<file path="config.mk">
export PLATFORM = sky130hd
export DESIGN_NAME = quad_motor_mixer
export DESIGN_NICKNAME = d
export VERILOG_FILES = /design/src/rtl/core/qmm_pkg.sv /design/src/rtl/core/qmm_regs.sv /design/src/rtl/core/qmm_mix.sv /design/src/rtl/core/qmm_headroom.sv /design/src/rtl/core/qmm_serializer.sv /design/src/rtl/core/quad_motor_mixer.sv
export VERILOG_INCLUDE_DIRS = /design/src /design/src/rtl/core
export SDC_FILE = /design/constraint.sdc
export NUM_CORES = 1
export LEC_CHECK = 0
export ABC_AREA = 1
export BUFFER_PORTS_ARGS = -buffer_cell sky130_fd_sc_hd__buf_2
export CORE_MARGIN = 10
export CORE_UTILIZATION = 30
export DETAILED_ROUTE_END_ITERATION = 12
export HOLD_SLACK_MARGIN = 0.03
export PLACE_DENSITY = 0.51
export SETUP_SLACK_MARGIN = 0.3
export SLEW_MARGIN = 25
export SYNTH_ARGS = -nofsm -noshare
export SYNTH_HDL_FRONTEND = slang
export SYNTH_SLANG_ARGS = --single-unit
export TNS_END_PERCENT = 1
</file>
<file path="constraint.sdc">
create_clock -name clk -period 6.1 [get_ports clk]
set_clock_uncertainty 0.05 [all_clocks]
set_input_delay 0.305 -clock clk [delete_from_list [all_inputs] [get_ports clk]]
set_output_delay 0.305 -clock clk [all_outputs]
set_load 0.01 [all_outputs]
</file>
<file path="src/rtl/core/quad_motor_mixer_defines.svh">
// Assertion macros shared by the quad motor mixer RTL.
`ifndef QUAD_MOTOR_MIXER_DEFINES_SVH
`define QUAD_MOTOR_MIXER_DEFINES_SVH

`ifndef SYNTHESIS
// Checked on clk, disabled while arst_n is low.
`define QMM_ASSERT(label, prop, msg) \
	label: assert property (@(posedge clk) disable iff (!arst_n) prop) else $error(msg);
// Checked on clk at every edge, reset included.
`define QMM_ASSERT_ALWAYS(label, prop, msg) \
	label: assert property (@(posedge clk) prop) else $error(msg);
`else
`define QMM_ASSERT(label, prop, msg)
`define QMM_ASSERT_ALWAYS(label, prop, msg)
`endif

`endif

</file>
<file path="src/rtl/core/qmm_pkg.sv">
// Types, constants and arithmetic helpers of the quad motor mixer.
package qmm_pkg;

	localparam int MOTOR_COUNT = 4;
	localparam int MOTOR_W     = $clog2(MOTOR_COUNT);
	localparam int PULSE_W     = 11;
	localparam int TERM_W      = 16;
	localparam int MIX_W       = TERM_W + 2;
	localparam int RND_W       = MIX_W - 4;
	localparam int VAL_W       = 16;
	localparam int CFG_IDX_W   = 3;

	localparam logic [MOTOR_W-1:0] LAST_MOTOR = MOTOR_W'(MOTOR_COUNT - 1);

	localparam logic signed [VAL_W:0] PULSE_MIN = 17'sd1000;
	localparam logic signed [VAL_W:0] PULSE_MAX = 17'sd2000;

	localparam logic [PULSE_W-1:0] DISARMED_RESET    = 11'd1000;
	localparam logic [PULSE_W-1:0] FAILSAFE_RESET    = 11'd1000;
	localparam logic [PULSE_W-1:0] LOOP_ENABLE_RESET = 11'd1050;

	// Sign of each term per motor, bit m set means the term is subtracted.
	localparam logic [MOTOR_COUNT-1:0] MIX_PITCH_NEG = 4'b1010;
	localparam logic [MOTOR_COUNT-1:0] MIX_ROLL_NEG  = 4'b0011;
	localparam logic [MOTOR_COUNT-1:0] MIX_YAW_NEG   = 4'b0110;

	typedef enum logic [CFG_IDX_W-1:0] {
		REG_DISARMED_0   = 3'd0,
		REG_DISARMED_1   = 3'd1,
		REG_DISARMED_2   = 3'd2,
		REG_DISARMED_3   = 3'd3,
		REG_FAILSAFE     = 3'd4,
		REG_LOOP_ENABLE  = 3'd5
	} qmm_reg_t;

	typedef logic [PULSE_W-1:0] pulse_t;
	typedef logic signed [VAL_W-1:0] mval_t;

	typedef struct packed {
		pulse_t [MOTOR_COUNT-1:0] disarmed_value;
		pulse_t                   failsafe_speed;
		pulse_t                   loop_enable_throttle;
	} qmm_cfg_t;

	typedef struct packed {
		logic [PULSE_W-1:0] throttle;
		logic               armed;
		logic               failsafe_active;
		logic               angle_mode;
		logic [TERM_W-1:0]  pitch_angle_term;
		logic [TERM_W-1:0]  roll_angle_term;
		logic [TERM_W-1:0]  pitch_rate_term;
		logic [TERM_W-1:0]  roll_rate_term;
		logic [TERM_W-1:0]  yaw_rate_term;
	} qmm_item_t;

	typedef struct packed {
		logic armed;
		logic failsafe_active;
	} qmm_flags_t;

	// Q.4 to integer, round to nearest, ties to even.
	function automatic logic signed [RND_W-1:0] round_q4(input logic signed [MIX_W-1:0] s);
		logic signed [RND_W-1:0] q;
		logic [3:0]              frac;
		logic                    up;
		q    = s[MIX_W-1:4];
		frac = s[3:0];
		up   = (frac > 4'd8) || ((frac == 4'd8) && q[0]);
		return q + $signed({{(RND_W-1){1'b0}}, up});
	endfunction

	function automatic pulse_t clamp_pulse(input logic signed [VAL_W:0] v);
		logic signed [VAL_W:0] c;
		if (v < PULSE_MIN) begin
			c = PULSE_MIN;
		end else if (v > PULSE_MAX) begin
			c = PULSE_MAX;
		end else begin
			c = v;
		end
		return c[PULSE_W-1:0];
	endfunction

endpackage

</file>
<file path="src/rtl/core/qmm_regs.sv">
// Configuration registers of the quad motor mixer.
module qmm_regs (
	input  logic                            clk,
	input  logic                            arst_n,
	input  logic                            cfg_write,
	input  logic [qmm_pkg::CFG_IDX_W-1:0]   cfg_index,
	input  logic [qmm_pkg::PULSE_W-1:0]     cfg_data,
	output qmm_pkg::qmm_cfg_t               cfg
);

	qmm_pkg::qmm_cfg_t cfg_q;

	always_ff @(posedge clk or negedge arst_n) begin
		if (!arst_n) begin
			for (int i = 0; i < qmm_pkg::MOTOR_COUNT; i++) begin
				cfg_q.disarmed_value[i] <= qmm_pkg::DISARMED_RESET;
			end
			cfg_q.failsafe_speed       <= qmm_pkg::FAILSAFE_RESET;
			cfg_q.loop_enable_throttle <= qmm_pkg::LOOP_ENABLE_RESET;
		end else if (cfg_write) begin
			unique case (cfg_index)
				qmm_pkg::REG_DISARMED_0:  cfg_q.disarmed_value[0]   <= cfg_data;
				qmm_pkg::REG_DISARMED_1:  cfg_q.disarmed_value[1]   <= cfg_data;
				qmm_pkg::REG_DISARMED_2:  cfg_q.disarmed_value[2]   <= cfg_data;
				qmm_pkg::REG_DISARMED_3:  cfg_q.disarmed_value[3]   <= cfg_data;
				qmm_pkg::REG_FAILSAFE:    cfg_q.failsafe_speed       <= cfg_data;
				qmm_pkg::REG_LOOP_ENABLE: cfg_q.loop_enable_throttle <= cfg_data;
				default: ;
			endcase
		end
	end

	assign cfg = cfg_q;

endmodule

</file>
<file path="src/rtl/core/qmm_mix.sv">
// Input register and per-motor mixing stage of the quad motor mixer.
`include "quad_motor_mixer_defines.svh"

module qmm_mix (
	input  logic                          clk,
	input  logic                          arst_n,
	input  logic                          in_valid,
	output logic                          in_stall,
	input  qmm_pkg::qmm_item_t            item,
	input  logic [qmm_pkg::PULSE_W-1:0]   loop_enable_throttle,
	output logic                          s2_valid,
	input  logic                          ser_ready,
	output qmm_pkg::mval_t                val_s2 [qmm_pkg::MOTOR_COUNT],
	output qmm_pkg::qmm_flags_t           flags_s2
);

	qmm_pkg::qmm_item_t  item_s1;
	logic                s1_valid;
	logic                s1_ready;
	logic                s2_ready;
	logic                s2_valid_q;
	logic                loop_en;
	logic signed [qmm_pkg::MIX_W-1:0] pitch;
	logic signed [qmm_pkg::MIX_W-1:0] roll;
	logic signed [qmm_pkg::MIX_W-1:0] yaw;
	logic signed [qmm_pkg::MIX_W-1:0] pr_sum [qmm_pkg::MOTOR_COUNT];
	logic signed [qmm_pkg::MIX_W-1:0] yaw_m  [qmm_pkg::MOTOR_COUNT];
	logic signed [qmm_pkg::RND_W-1:0] pr_rnd [qmm_pkg::MOTOR_COUNT];
	logic signed [qmm_pkg::RND_W-1:0] yaw_rnd[qmm_pkg::MOTOR_COUNT];
	qmm_pkg::mval_t      val    [qmm_pkg::MOTOR_COUNT];

	assign s2_ready = !s2_valid_q || ser_ready;
	assign s1_ready = !s1_valid || s2_ready;
	assign in_stall = !s1_ready;

	always_ff @(posedge clk or negedge arst_n) begin
		if (!arst_n) begin
			s1_valid   <= 1'b0;
			s2_valid_q <= 1'b0;
		end else begin
			if (s1_ready) begin
				s1_valid <= in_valid;
			end
			if (s2_ready) begin
				s2_valid_q <= s1_valid;
			end
		end
	end

	always_ff @(posedge clk) begin
		if (in_valid && s1_ready) begin
			item_s1 <= item;
		end
		if (s1_valid && s2_ready) begin
			val_s2                   <= val;
			flags_s2.armed           <= item_s1.armed;
			flags_s2.failsafe_active <= item_s1.failsafe_active;
		end
	end

	always_comb begin
		loop_en = item_s1.throttle > loop_enable_throttle;
		if (item_s1.angle_mode) begin
			pitch = qmm_pkg::MIX_W'($signed(item_s1.pitch_angle_term));
			roll  = qmm_pkg::MIX_W'($signed(item_s1.roll_angle_term));
		end else begin
			pitch = qmm_pkg::MIX_W'($signed(item_s1.pitch_rate_term));
			roll  = qmm_pkg::MIX_W'($signed(item_s1.roll_rate_term));
		end
		yaw = qmm_pkg::MIX_W'($signed(item_s1.yaw_rate_term));
		for (int m = 0; m < qmm_pkg::MOTOR_COUNT; m++) begin
			pr_sum[m] = (qmm_pkg::MIX_PITCH_NEG[m] ? -pitch : pitch)
				+ (qmm_pkg::MIX_ROLL_NEG[m] ? -roll : roll);
			yaw_m[m]   = qmm_pkg::MIX_YAW_NEG[m] ? -yaw : yaw;
			pr_rnd[m]  = qmm_pkg::round_q4(pr_sum[m]);
			yaw_rnd[m] = qmm_pkg::round_q4(yaw_m[m]);
			val[m] = $signed({{(qmm_pkg::VAL_W-qmm_pkg::PULSE_W){1'b0}}, item_s1.throttle});
			if (loop_en) begin
				val[m] = val[m] + qmm_pkg::VAL_W'(pr_rnd[m]) + qmm_pkg::VAL_W'(yaw_rnd[m]);
			end
		end
	end

	assign s2_valid = s2_valid_q;

	`QMM_ASSERT(a_s1_moves_to_s2, (s1_valid && s2_ready) |=> s2_valid_q, "mix stage lost a transaction")
	`QMM_ASSERT(a_s2_holds, (s2_valid_q && !ser_ready) |=> s2_valid_q, "mix stage dropped a stalled transaction")
	`QMM_ASSERT_ALWAYS(a_stall_needs_item, in_stall |-> s1_valid, "input stalled with empty input register")

endmodule

</file>
<file path="src/rtl/core/qmm_headroom.sv">
// Headroom limiting, mode selection and clamping of the four motor values.
module qmm_headroom (
	input  qmm_pkg::mval_t       val   [qmm_pkg::MOTOR_COUNT],
	input  qmm_pkg::qmm_flags_t  flags,
	input  qmm_pkg::qmm_cfg_t    cfg,
	output qmm_pkg::pulse_t      pulse [qmm_pkg::MOTOR_COUNT]
);

	qmm_pkg::mval_t max01;
	qmm_pkg::mval_t max23;
	qmm_pkg::mval_t max_all;
	qmm_pkg::mval_t excess;
	logic           over;
	qmm_pkg::mval_t adj [qmm_pkg::MOTOR_COUNT];

	always_comb begin
		max01   = (val[0] > val[1]) ? val[0] : val[1];
		max23   = (val[2] > val[3]) ? val[2] : val[3];
		max_all = (max01 > max23) ? max01 : max23;
		if (max_all < 0) begin
			max_all = '0;
		end
		over   = $signed({max_all[qmm_pkg::VAL_W-1], max_all}) > qmm_pkg::PULSE_MAX;
		excess = max_all - qmm_pkg::VAL_W'(qmm_pkg::PULSE_MAX);
		for (int m = 0; m < qmm_pkg::MOTOR_COUNT; m++) begin
			adj[m] = over ? (val[m] - excess) : val[m];
			priority if (flags.failsafe_active) begin
				pulse[m] = qmm_pkg::clamp_pulse($signed({6'b0, cfg.failsafe_speed}));
			end else if (flags.armed) begin
				pulse[m] = qmm_pkg::clamp_pulse($signed({adj[m][qmm_pkg::VAL_W-1], adj[m]}));
			end else begin
				pulse[m] = qmm_pkg::clamp_pulse($signed({6'b0, cfg.disarmed_value[m]}));
			end
		end
	end

endmodule

</file>
<file path="src/rtl/core/qmm_serializer.sv">
// Result register that emits the four motor pulses one transaction per cycle while out_stall is low.
`include "quad_motor_mixer_defines.svh"

module qmm_serializer (
	input  logic                          clk,
	input  logic                          arst_n,
	input  logic                          s2_valid,
	output logic                          ser_ready,
	input  qmm_pkg::pulse_t               pulse [qmm_pkg::MOTOR_COUNT],
	output logic                          out_valid,
	input  logic                          out_stall,
	output logic [qmm_pkg::MOTOR_W-1:0]   motor_number,
	output logic [qmm_pkg::PULSE_W-1:0]   motor_pulse,
	output logic                          last_motor
);

	qmm_pkg::pulse_t              bundle_q [qmm_pkg::MOTOR_COUNT];
	logic [qmm_pkg::MOTOR_W-1:0]  idx_q;
	logic                         busy_q;
	logic                         out_fire;
	logic                         is_last;
	logic                         load;

	assign is_last   = idx_q == qmm_pkg::LAST_MOTOR;
	assign out_fire  = busy_q && !out_stall;
	assign ser_ready = !busy_q || (out_fire && is_last);
	assign load      = s2_valid && ser_ready;

	always_ff @(posedge clk or negedge arst_n) begin
		if (!arst_n) begin
			busy_q <= 1'b0;
			idx_q  <= '0;
		end else if (load) begin
			busy_q <= 1'b1;
			idx_q  <= '0;
		end else if (out_fire) begin
			if (is_last) begin
				busy_q <= 1'b0;
			end else begin
				idx_q <= idx_q + 1'b1;
			end
		end
	end

	always_ff @(posedge clk) begin
		if (load) begin
			bundle_q <= pulse;
		end
	end

	assign out_valid    = busy_q;
	assign motor_number = idx_q;
	assign motor_pulse  = bundle_q[idx_q];
	assign last_motor   = is_last;

	`QMM_ASSERT(a_pulse_range, busy_q |-> ((motor_pulse >= 11'd1000) && (motor_pulse <= 11'd2000)), "motor pulse out of range")
	`QMM_ASSERT(a_next_motor, (out_fire && !is_last) |=> (busy_q && (idx_q == $past(idx_q) + 1'b1)), "motor sequence broken")

endmodule

</file>
<file path="src/rtl/core/quad_motor_mixer.sv">
// Top level of the quad motor mixer.
// Each accepted control update yields four motor transactions, motor 0 to 3 in
// order, one per cycle while out_stall is low, last_motor marking motor 3. The
// first motor passes the input register, mix stage and result register before
// it can be taken. The result register takes a new update as motor 3 is taken;
// the input and mix stages keep taking updates while results wait, so up to
// three updates are in flight. Configuration writes take effect at the next
// edge and should be made while no update is in flight.
module quad_motor_mixer (
	input  logic                          clk,
	input  logic                          arst_n,
	input  logic                          cfg_write,
	input  logic [qmm_pkg::CFG_IDX_W-1:0] cfg_index,
	input  logic [qmm_pkg::PULSE_W-1:0]   cfg_data,
	input  logic                          in_valid,
	output logic                          in_stall,
	input  logic [10:0]                   throttle,
	input  logic                          armed,
	input  logic                          failsafe_active,
	input  logic                          angle_mode,
	input  logic signed [15:0]            pitch_angle_term,
	input  logic signed [15:0]            roll_angle_term,
	input  logic signed [15:0]            pitch_rate_term,
	input  logic signed [15:0]            roll_rate_term,
	input  logic signed [15:0]            yaw_rate_term,
	output logic                          out_valid,
	input  logic                          out_stall,
	output logic [1:0]                    motor_number,
	output logic [10:0]                   motor_pulse,
	output logic                          last_motor
);

	qmm_pkg::qmm_cfg_t   cfg;
	qmm_pkg::qmm_item_t  item;
	qmm_pkg::qmm_flags_t flags_s2;
	qmm_pkg::mval_t      val_s2 [qmm_pkg::MOTOR_COUNT];
	qmm_pkg::pulse_t     pulse  [qmm_pkg::MOTOR_COUNT];
	logic                s2_valid;
	logic                ser_ready;

	always_comb begin
		item.throttle         = throttle;
		item.armed            = armed;
		item.failsafe_active  = failsafe_active;
		item.angle_mode       = angle_mode;
		item.pitch_angle_term = pitch_angle_term;
		item.roll_angle_term  = roll_angle_term;
		item.pitch_rate_term  = pitch_rate_term;
		item.roll_rate_term   = roll_rate_term;
		item.yaw_rate_term    = yaw_rate_term;
	end

	qmm_regs u_regs (
		.clk       (clk),
		.arst_n    (arst_n),
		.cfg_write (cfg_write),
		.cfg_index (cfg_index),
		.cfg_data  (cfg_data),
		.cfg       (cfg)
	);

	qmm_mix u_mix (
		.clk                  (clk),
		.arst_n               (arst_n),
		.in_valid             (in_valid),
		.in_stall             (in_stall),
		.item                 (item),
		.loop_enable_throttle (cfg.loop_enable_throttle),
		.s2_valid             (s2_valid),
		.ser_ready            (ser_ready),
		.val_s2               (val_s2),
		.flags_s2             (flags_s2)
	);

	qmm_headroom u_headroom (
		.val   (val_s2),
		.flags (flags_s2),
		.cfg   (cfg),
		.pulse (pulse)
	);

	qmm_serializer u_serializer (
		.clk          (clk),
		.arst_n       (arst_n),
		.s2_valid     (s2_valid),
		.ser_ready    (ser_ready),
		.pulse        (pulse),
		.out_valid    (out_valid),
		.out_stall    (out_stall),
		.motor_number (motor_number),
		.motor_pulse  (motor_pulse),
		.last_motor   (last_motor)
	);

endmodule

</file>
Word level (Yosys, flattened, before mapping) --
Cells that the tools add are included. Widths: inputs -> output; s select.
Operators by class: multiplexer cells 49, div/mod/pow operators 0, $mul 0, shifts and indexed selects 0, equal/unequal tests 13, magnitude comparators 31, bitwise operators 1, reductions and logical operators 36, add/subtract/negate cells 27
Operator list (number):
- $mux 11 | 32
- $mux 16 | 8
- $gt 16x12->1 const B | 5
- $add 18x18->18 | 4
- $add 14x2->14 | 5
- $lt 16x11->1 const B | 4
- $sub 16x16->16 | 4
- $add 12x14->15 | 4
- $gt 11x11->1 const B | 5
- $lt 11x10->1 const B | 5
- $gt 16x16->1 | 3
- $mux 18 | 2
- $neg 18->18 | 2
- $add 15x13->16 | 2
- $add 15x14->16 | 2
- $eq 4x4->1 const B | 6
- $gt 4x4->1 const B | 6
- $bmux 11 s2 | 1
- $neg 16->18 | 1
- $lt 16x1->1 const B | 1
- $reduce_and 2->1 | 8
- $sub 16x12->16 const B | 1
- $add 12x2->13 | 1
- $gt 11x11->1 | 1
- other kinds (15) | 44
Word-level totals: logic and storage cells 190, bits in registers 275, RAM bits 0, input port bits 113, ROM bits 0, latch bits 0, memories kept 0

Depth between registers and ports, before layout --
Gate-level depths: netlist of the first run.
depth in word-level cells 14, mapped depth 64, depth with buffers taken out 62

Modules after synthesis --
From an unflattened synthesis of the first run, not the netlist that was laid out.
Second synthesis, totals: cells, all modules 4660, area total of the unflattened synthesis 30282.8 µm²
By module, submodules not included:
- qmm_mix | seq. area each 4854.7 µm², cells an instance 2596, area an instance 17679.5 µm², times used 1
- qmm_headroom | seq. area each 0.0 µm², cells an instance 1620, area an instance 8095.3 µm², times used 1
- qmm_regs | seq. area each 1694.1 µm², cells an instance 302, area an instance 2672.6 µm², times used 1
- qmm_serializer | seq. area each 1396.3 µm², cells an instance 142, area an instance 1835.5 µm², times used 1

Worst setup path before layout of the first run --
OpenSTA, ideal clock, no wires.
kind reg-to-reg, start point register u_mix.val_s2[15] in the netlist's numbering, end point register u_serializer.bundle_q[37] in the netlist's numbering, data pin, arrival 6.036 ns, stages on the path, launching flop included 46, required time 5.787 ns, library setup time 0.263 ns, slack -0.250 ns, buffers on the path 2, cells stage by stage edfxtp_1 > inv_1 > ha_1 > nand2_1 > inv_2 > o21ai_1 > nand2_1 > nor2_1 > nand3_2 > nand3_4 > buf_2 > nand2_1 > o21a_1 > ha_1 > nand2_1 > inv_1 > nand2_1 > nand2_1 > (+10 left out) > or2_2 > o21ai_0 > a21oi_1 > nand2_1 > nand3_1 > nand3_1 > nand3_1 > nand2_1 > xor2_1 > nand3_1 > o21ai_2 > nand2_1 > nand3_2 > nand2_1 > nand2_1 > nand2_1 > nand2_1 > nand2_1
RTL lines:
- start: declaration | line qmm_mix.sv:13 | output qmm_pkg::mval_t val_s2 [qmm_pkg::MOTOR_COUNT],
- start signal: assignment | line qmm_mix.sv:55 | val_s2 <= val;
- end signal: assignment | line qmm_serializer.sv:47 | bundle_q <= pulse;
- end: declaration | line qmm_serializer.sv:17 | qmm_pkg::pulse_t bundle_q [qmm_pkg::MOTOR_COUNT];

==> results.md, run 1 <==
- Run status: finished, violations left
- Violations in the final reports: setup timing
- Synthesis-stage register bit count: 275
- Worst slew pin tran: 1.01 ns
- Max Cap Viol: 0
- Path type of the worst min-delay path: in2reg
- Mapped Cells: 3,496
- Timing-limited maximum frequency: 0.151 GHz
- Final critical-path share of the clock period: 1.09
- WL per Instance: 16.1 um
- Antenna violations before repair: 0
- Fin. Hold Viols: 0
- Htree depth: 1
- Top-area cell type share of the netlist area: 0.235
- Effective utilization at floorplan: 0.304
- Sequential fraction of the synthesis area: 0.305
- Post-layout min period: 6.64 ns
- Clock latency on the worst-skew pair: 0.61 ns
- Final setup margin: -0.543 ns
- Pin count of the biggest net entering global routing: 72
- Unrepaired setup endpoints after global routing: yes
- Maximum fanout count along the critical path: 15
- Post-synth EDFFs: 204
- Vias post-DR: 26,200
- Number of clock sinks: 275
- Buf+Inv Stages, Crit Path: 7
- Worst-path cell with the longest stage delay: edfxtp_1
- Synth Net Count: 3,899
- Total setup violations reported at the end of the flow: 55
- Leading cell types by total area after synthesis: edfxtp_1, nand2_1, ha_1
- Worst-case setup slack after placement: -1.10 ns
- # port buffers: 128
- First DRT Iteration DRCs: 1,484
- Post-Synthesis Mean Instance Area: 7.44 um2
- Average via count per standard cell: 4.62
- Maximum buffer depth of the clock tree: 3
- Top-level port count: 129
- Kind of cell adding the most delay to the critical path: simple AND/OR/NAND/NOR gates
- CTS Buf Count: 31
- Biggest area consumer among synthesized cells: edfxtp_1
- Vert. Die Dim: 315 um
- DPL Wire Length: 75.4 mm
- Most Frequent Cell on Critical Path: nand2_1
- Distinct cell type count of the synthesized netlist: 62
- Post-route DRC violation count: 0
- Crit Path Class: reg2reg
- CTS tree: yes
- Drt total wl: 91.5 mm
- Total congestion overflow: 0
- Post-synthesis instance area: 26,000 um2
- Row count: 107
- CP Launch Type: flip-flop
- Die X-Extent: 315 um
- Global-route wire length before repair: 139 mm
- Pre-Repair DR Iteration Count: 7
- Top_reg_cell synth: edfxtp_1
- Diode count: 0
- Number of pins exceeding their max-slew limit in the final report: 0
- Clock slew at reported path FFs: 0.06 ns
- Number of nets in the layout: 4,901
- Layout-stage area growth over the synthesis result: 45.4%
- Area of the core region: 85,700 um2
- Weighted congestion reported at the end of routability-driven placement: 0.919
- Fraction of synthesis flops using an asynchronous set or reset pin: 0.258
- Max transition margin: 0.318
- Die area: 98,900 um2
- Crit path DAT: 6.92 ns
- Number of global-route vias before repair: 25,400
- Detail Route Antenna Nets: 0
- Gr usage total: 0.178
- Master cell of the clock root buffer: clkbuf_16
- Layout cells sized above 1: 0.319
- Critical Path Sink Type: flip-flop
- Yosys warning count: 0
- CP required: 6.38 ns
- Largest stage delay, worst path: 0.36 ns
==> cells in the final DEF (no fill, tap or decap), drive strengths merged, types with 3 or more instances in the layout <==
master,netlist,layout
edfxtp,204,204
xor2,151,151
dfstp,34,34
buf,25,928
fa,56,56
a211oi,9,9
o21a,8,8
nand3b,6,6
mux2i,7,7
xnor2,48,48
dfrtp,37,37
o31ai,10,10
o22ai,14,14
or2,9,9
nor3b,8,8
ha,234,234
nor3,31,31
nor4,11,11
clkinv,3,12
a31oi,8,8
nand3,249,249
nand2,916,918
a21oi,168,168
clkbuf,38,39
and3,3,3
bufinv,0,3
a21o,7,7
o211ai,7,7
nand4,39,39
o21ai,308,308
inv,533,539
and2,8,8
nor2,256,256
dlygate4sd3,0,99
o21bai,34,34
==> per-layer routing <==
metal | up-vias | GRT usage | share of wire
met2 | 468 | 0.309 | 0.48
met5 | - | 0 | 0
li1 | 13500 | - | -
met1 | 12100 | 0.232 | 0.45
met3 | 118 | 0.0156 | 0.037
met4 | 0 | 0.0528 | 0.034
==> Yosys cell counts (all sizes together) (2+ instances only) <==
cell and instances:
a21boi 2, nand2 916, a21o 7, o211ai 7
buf 25, a211oi 9, dfstp 34, a41oi 2
a21oi 168, nand3 249, clkbuf 38, xor2 151
edfxtp 204, or2 9, o21ai 308, xnor2 48
fa 56, inv 533, and2 8, nor2 256
a31oi 8, o31ai 10, and3 3, dfrtp 37
nor3b 8, mux2i 7, nand4 39, nor4 11
a211o 2, o22ai 14, clkinv 3, or4 2
nor3 31, a2111oi 2, nand3b 6, o21bai 34
ha 234, o21a 8
==> worst register-to-register path, delay by kind of cell, from the launching register on <==
| family | cells | cell delay [ns] |
|---|---|---|
| fa+ha+maj | 3 | 0.90 |
| simple gates | 30 | 3.06 |
| buf+inv | 7 | 0.93 |
| flops | 1 | 0.36 |
| compound gates | 7 | 1.08 |
==> per-stage QoR <==
| step | utilization | cells | hold WS [ns] | setup TNS (ns) | instance area [um2] |
|---|---|---|---|---|---|
| 3_5_place_dp | 0.390 | 5447 | 0.359 | -45.48 | 33500 |
| 6_report | 0.442 | 5664 | 0.0655 | -20.27 | 37900 |
| 4_1_cts | 0.425 | 5631 | 0.0363 | -22.16 | 36400 |
| 5_1_grt | 0.442 | 5664 | 0.0641 | -47.77 | 37900 |
| 2_1_floorplan | - | 3496 | -0.0406 | -0.996 | 26100 |
| 3_3_place_gp | 0.390 | 5447 | 0.356 | -41.21 | 33500 |
==> repair_timing <==
item	in CTS	in global routing
pin swaps	77	127
gates cloned	3	4
resized for setup	176	256
hold buffers	99	0
endpoints found under the setup margin	75	82
buffers inserted	27	29
hold endpoints to repair	140	0
==> cell type report <==
type | instances | area [um2]
fillers | 8659 | 47800
multi-input cells | 2624 | 17500
flip-flops and latches | 275 | 7950
repair buffers | 1030 | 7930
inverters | 536 | 2020
well taps | 1144 | 1430
clock buffers | 36 | 847
clock inverters | 19 | 209
==> registers in the layout, summed over array words and instances, names as in the netlist <==
register                   count
u_mix.flags_s2                 2
u_mix.item_s1                 94
u_mix.s1_valid                 1
u_mix.s2_valid                 1
u_mix.val_s2                  64
u_regs.cfg                    66
u_serializer.bundle_q         44
u_serializer.motor_number      2
u_serializer.out_valid         1
==> final timing paths <==
check,start,end,slack (ns),depth (start not counted)
max,u_mix.val_s2[13],u_serializer.bundle_q[9],-0.54,47
min,cfg_data[5],u_regs.cfg[16],0.07,3
max reg2reg,u_mix.val_s2[13],u_serializer.bundle_q[9],-0.54,47
min reg2reg,u_mix.item_s1[82],u_mix.flags_s2[1],0.38,0
max in group asynchronous,arst_n,u_regs.cfg[0],5.02,3
min in group asynchronous,arst_n,u_serializer.motor_number[1],0.37,3
==> kinds of logic (layout without fill, tap and decap cells) <==
logic type | Yosys count | in the layout | synth area share
xor gates and xnor gates | 199 | 199 | 0.0670
DFF | 275 | 275 | 0.305
AOI/OAI and AO/OA | 587 | 587 | 0.125
adders and majority gates | 290 | 290 | 0.156
muxes | 7 | 7 | 0.00269
and+or+nand+nor | 1539 | 1541 | 0.255
buffers and inverters | 599 | 1621 | 0.0896
Power of run 1 is not shown: default switching activity piles up to over one toggle a cycle in this logic, so the estimate is an artifact.
==> run 2: changes to the inputs <==
--- a/config.mk
+++ b/config.mk
@@ -6,7 +6,7 @@
 export SDC_FILE = /design/constraint.sdc
 export NUM_CORES = 1
 export LEC_CHECK = 0
-export ABC_AREA = 1
+export ABC_AREA = 0
 export BUFFER_PORTS_ARGS = -buffer_cell sky130_fd_sc_hd__buf_2
 export CORE_MARGIN = 10
 export CORE_UTILIZATION = 30
==> run 2 against run 1 <==
  * The flow still finishes with violations (setup timing)
  * Global-route usage grew 0.70 points
  * Fmax shrank 21%
  * Final cell count shrank 13%
  * Core utilization shrank 1.6 points
  * Area after synthesis grew 1.3%
  * Wire length grew 3.4%
  * Hold slack gained 0.0018 ns
==> results.md, run 2 <==
- Mapped Cells: 2,819
- Buf+Inv Stages, Crit Path: 10
- Final setup margin: -2.28 ns
- Leading cell types by total area after synthesis: edfxtp_1, ha_1, xnor2_1
- Synth Net Count: 3,222
- Run status: finished, violations left
- Detail Route Antenna Nets: 0
- Drt total wl: 94.5 mm
- Layout cells sized above 1: 0.341
- Unrepaired setup endpoints after global routing: yes
- Most used standard cells in the synthesized netlist: ha_1, inv_1, edfxtp_1
- Total setup violations reported at the end of the flow: 44
- Max Cap Viol: 0
- Timing-limited maximum frequency: 0.119 GHz
- CP required: 6.41 ns
- CTS tree: yes
- WL per Instance: 19.1 um
- Crit path DAT: 8.69 ns
- Commonest non-fill, non-tap cell in the layout: buf_4
- Distinct cell type count of the synthesized netlist: 107
- Yosys warning count: 0
- Die area: 100,000 um2
- Top-area cell type share of the netlist area: 0.232
- Die X-Extent: 316 um
- Antenna violations before repair: 1
- Clock slew at reported path FFs: 0.06 ns
- Max transition margin: 0.385
- Htree depth: 1
- Pin count of the biggest net entering global routing: 75
- Fin. Hold Viols: 0
- DPL Wire Length: 78.0 mm
- Maximum buffer depth of the clock tree: 3
- Final critical-path share of the clock period: 1.37
- Average via count per standard cell: 5.02
- Maximum fanout count along the critical path: 6
- CTS Buf Count: 31
- Top-level port count: 129
- Number of clock sinks: 275
- # port buffers: 128
- Row count: 108
- Kind of cell adding the most delay to the critical path: simple AND/OR/NAND/NOR gates
- Layout-stage area growth over the synthesis result: 40.5%
- Violations in the final reports: setup timing
- Diode count: 0
- Weighted congestion reported at the end of routability-driven placement: 0.952
- Synthesis-stage register bit count: 275
- Path type of the worst min-delay path: in2reg
- Crit Path Class: reg2reg
- Most Frequent Cell on Critical Path: buf_4
- Most frequent cells in the layout: buf_4, ha_1, inv_1, edfxtp_1, nor2_1
- Worst-path cell with the longest stage delay: or3b_2
- Post-Synthesis Mean Instance Area: 9.35 um2
- Top_reg_cell synth: edfxtp_1
- Number of flip-flops in the largest register: 94
- Fraction of synthesis flops using an asynchronous set or reset pin: 0.258
- Total congestion overflow: 0
- Post-route DRC violation count: 0
- Vert. Die Dim: 316 um
- Pre-Repair DR Iteration Count: 5
- Area of the core region: 87,000 um2
- Post-synth EDFFs: 204
- Sequential fraction of the synthesis area: 0.301
- Biggest area consumer among synthesized cells: edfxtp_1
- Number of nets in the layout: 4,168
- Effective utilization at floorplan: 0.303
- Vias post-DR: 24,800
- Number of global-route vias before repair: 25,400
- Master cell of the clock root buffer: clkbuf_16
- Clock latency on the worst-skew pair: 0.61 ns
- Gr usage total: 0.185
- Register name with the most flops: u_mix.item_s1
- Final core utilization: 0.426
- Critical Path Sink Type: flip-flop
- Largest stage delay, worst path: 0.48 ns
- Cell with the most instances after synthesis: ha_1
- Worst slew pin tran: 0.923 ns
- CP Launch Type: flip-flop
- Post-layout min period: 8.38 ns
- Fill cells: 8,612
- First DRT Iteration DRCs: 1,516
- Number of pins exceeding their max-slew limit in the final report: 0
- Post-synthesis instance area: 26,400 um2
- Total negative setup slack: -90.44 ns
- Global-route wire length before repair: 144 mm
run 2: cell types whose count changed after synthesis, sizes merged, moves of 86 or more:
cell   delta
xnor2   +132
nand2   -747
inv     -308
nand3   -178
mux2     +86
o21ai   -138
run 2: path summary, 6_finish.rpt:
check,slack (ns),depth (start not counted),end,startpoint
min in group asynchronous,0.41,3,u_serializer.motor_number[0],arst_n
max reg2reg,-2.28,38,u_serializer.bundle_q[0],u_mix.val_s2[15]
max in group asynchronous,4.98,3,u_regs.cfg[0],arst_n
min reg2reg,0.37,0,u_mix.flags_s2[1],u_mix.item_s1[82]
min,0.07,2,u_regs.cfg[23],cfg_data[1]
max,-2.28,38,u_serializer.bundle_q[0],u_mix.val_s2[15]
run 2: area by class of cell:
type | instances | area [um2] | area share
multi-input cells | 2224 | 18100 | 0.488
flip-flops and latches | 275 | 7950 | 0.214
repair buffers | 1004 | 7590 | 0.205
well taps | 1155 | 1450 | 0.0390
inverters | 229 | 878 | 0.0237
clock buffers | 33 | 783 | 0.0211
clock inverters | 21 | 309 | 0.00834
run 2: what timing repair did:
action / CTS / global route
setup buffers: 49 / 10
pin swaps: 58 / 25
resized for setup: 124 / 60
hold endpoints to repair: 160 / 0
gates cloned: 1 / 0
setup endpoints to repair: 69 / 75
hold buffers: 102 / 0
run 2: per-layer routing:
metal	vias to the layer above	wire length, um	GRT usage
met5	-	0	0
met2	659	45500	0.321
met4	0	4180	0.0773
li1	12300	-	-
met1	11700	40000	0.230
met3	178	4830	0.0229
run 2: through the flow:
| stage | area (um2) | worst slack, ns | hold WS [ns] | instances |
|---|---|---|---|---|
| final | 37000 | -2.28 | 0.0673 | 4941 |
| after floorplan | 26700 | -2.45 | -0.0406 | 2819 |
| after CTS | 36700 | -2.22 | 0.0316 | 4931 |
| after global routing | 37000 | -2.64 | 0.0411 | 4941 |
| after detailed placement | 33800 | -2.61 | 0.359 | 4725 |
| after global placement | 33800 | -2.52 | 0.361 | 4725 |
run 2: worst register-to-register path: cells and delay by family (launching register included):
kind	cells	cell delay [ns]
simple gates	11	2.34
compound gates	10	1.79
flops	1	0.40
buf+inv	10	1.47
fa+ha+maj	6	1.96
xor+xnor	1	0.13
run 2: cells by family (layout without fill, tap and decap cells):
kind of cell / count (synthesis) / count (layout) / share of synthesized area
AO/OA/AOI/OAI: 754 / 754 / 0.189
flip-flops: 275 / 275 / 0.301
adder cells (fa/ha/maj): 304 / 304 / 0.159
AND/OR/NAND/NOR: 756 / 757 / 0.145
XOR/XNOR: 263 / 263 / 0.0936
multiplexers: 146 / 146 / 0.0649
buffers and inverters: 321 / 1287 / 0.0470
Power of run 2 is left out for the same reason.
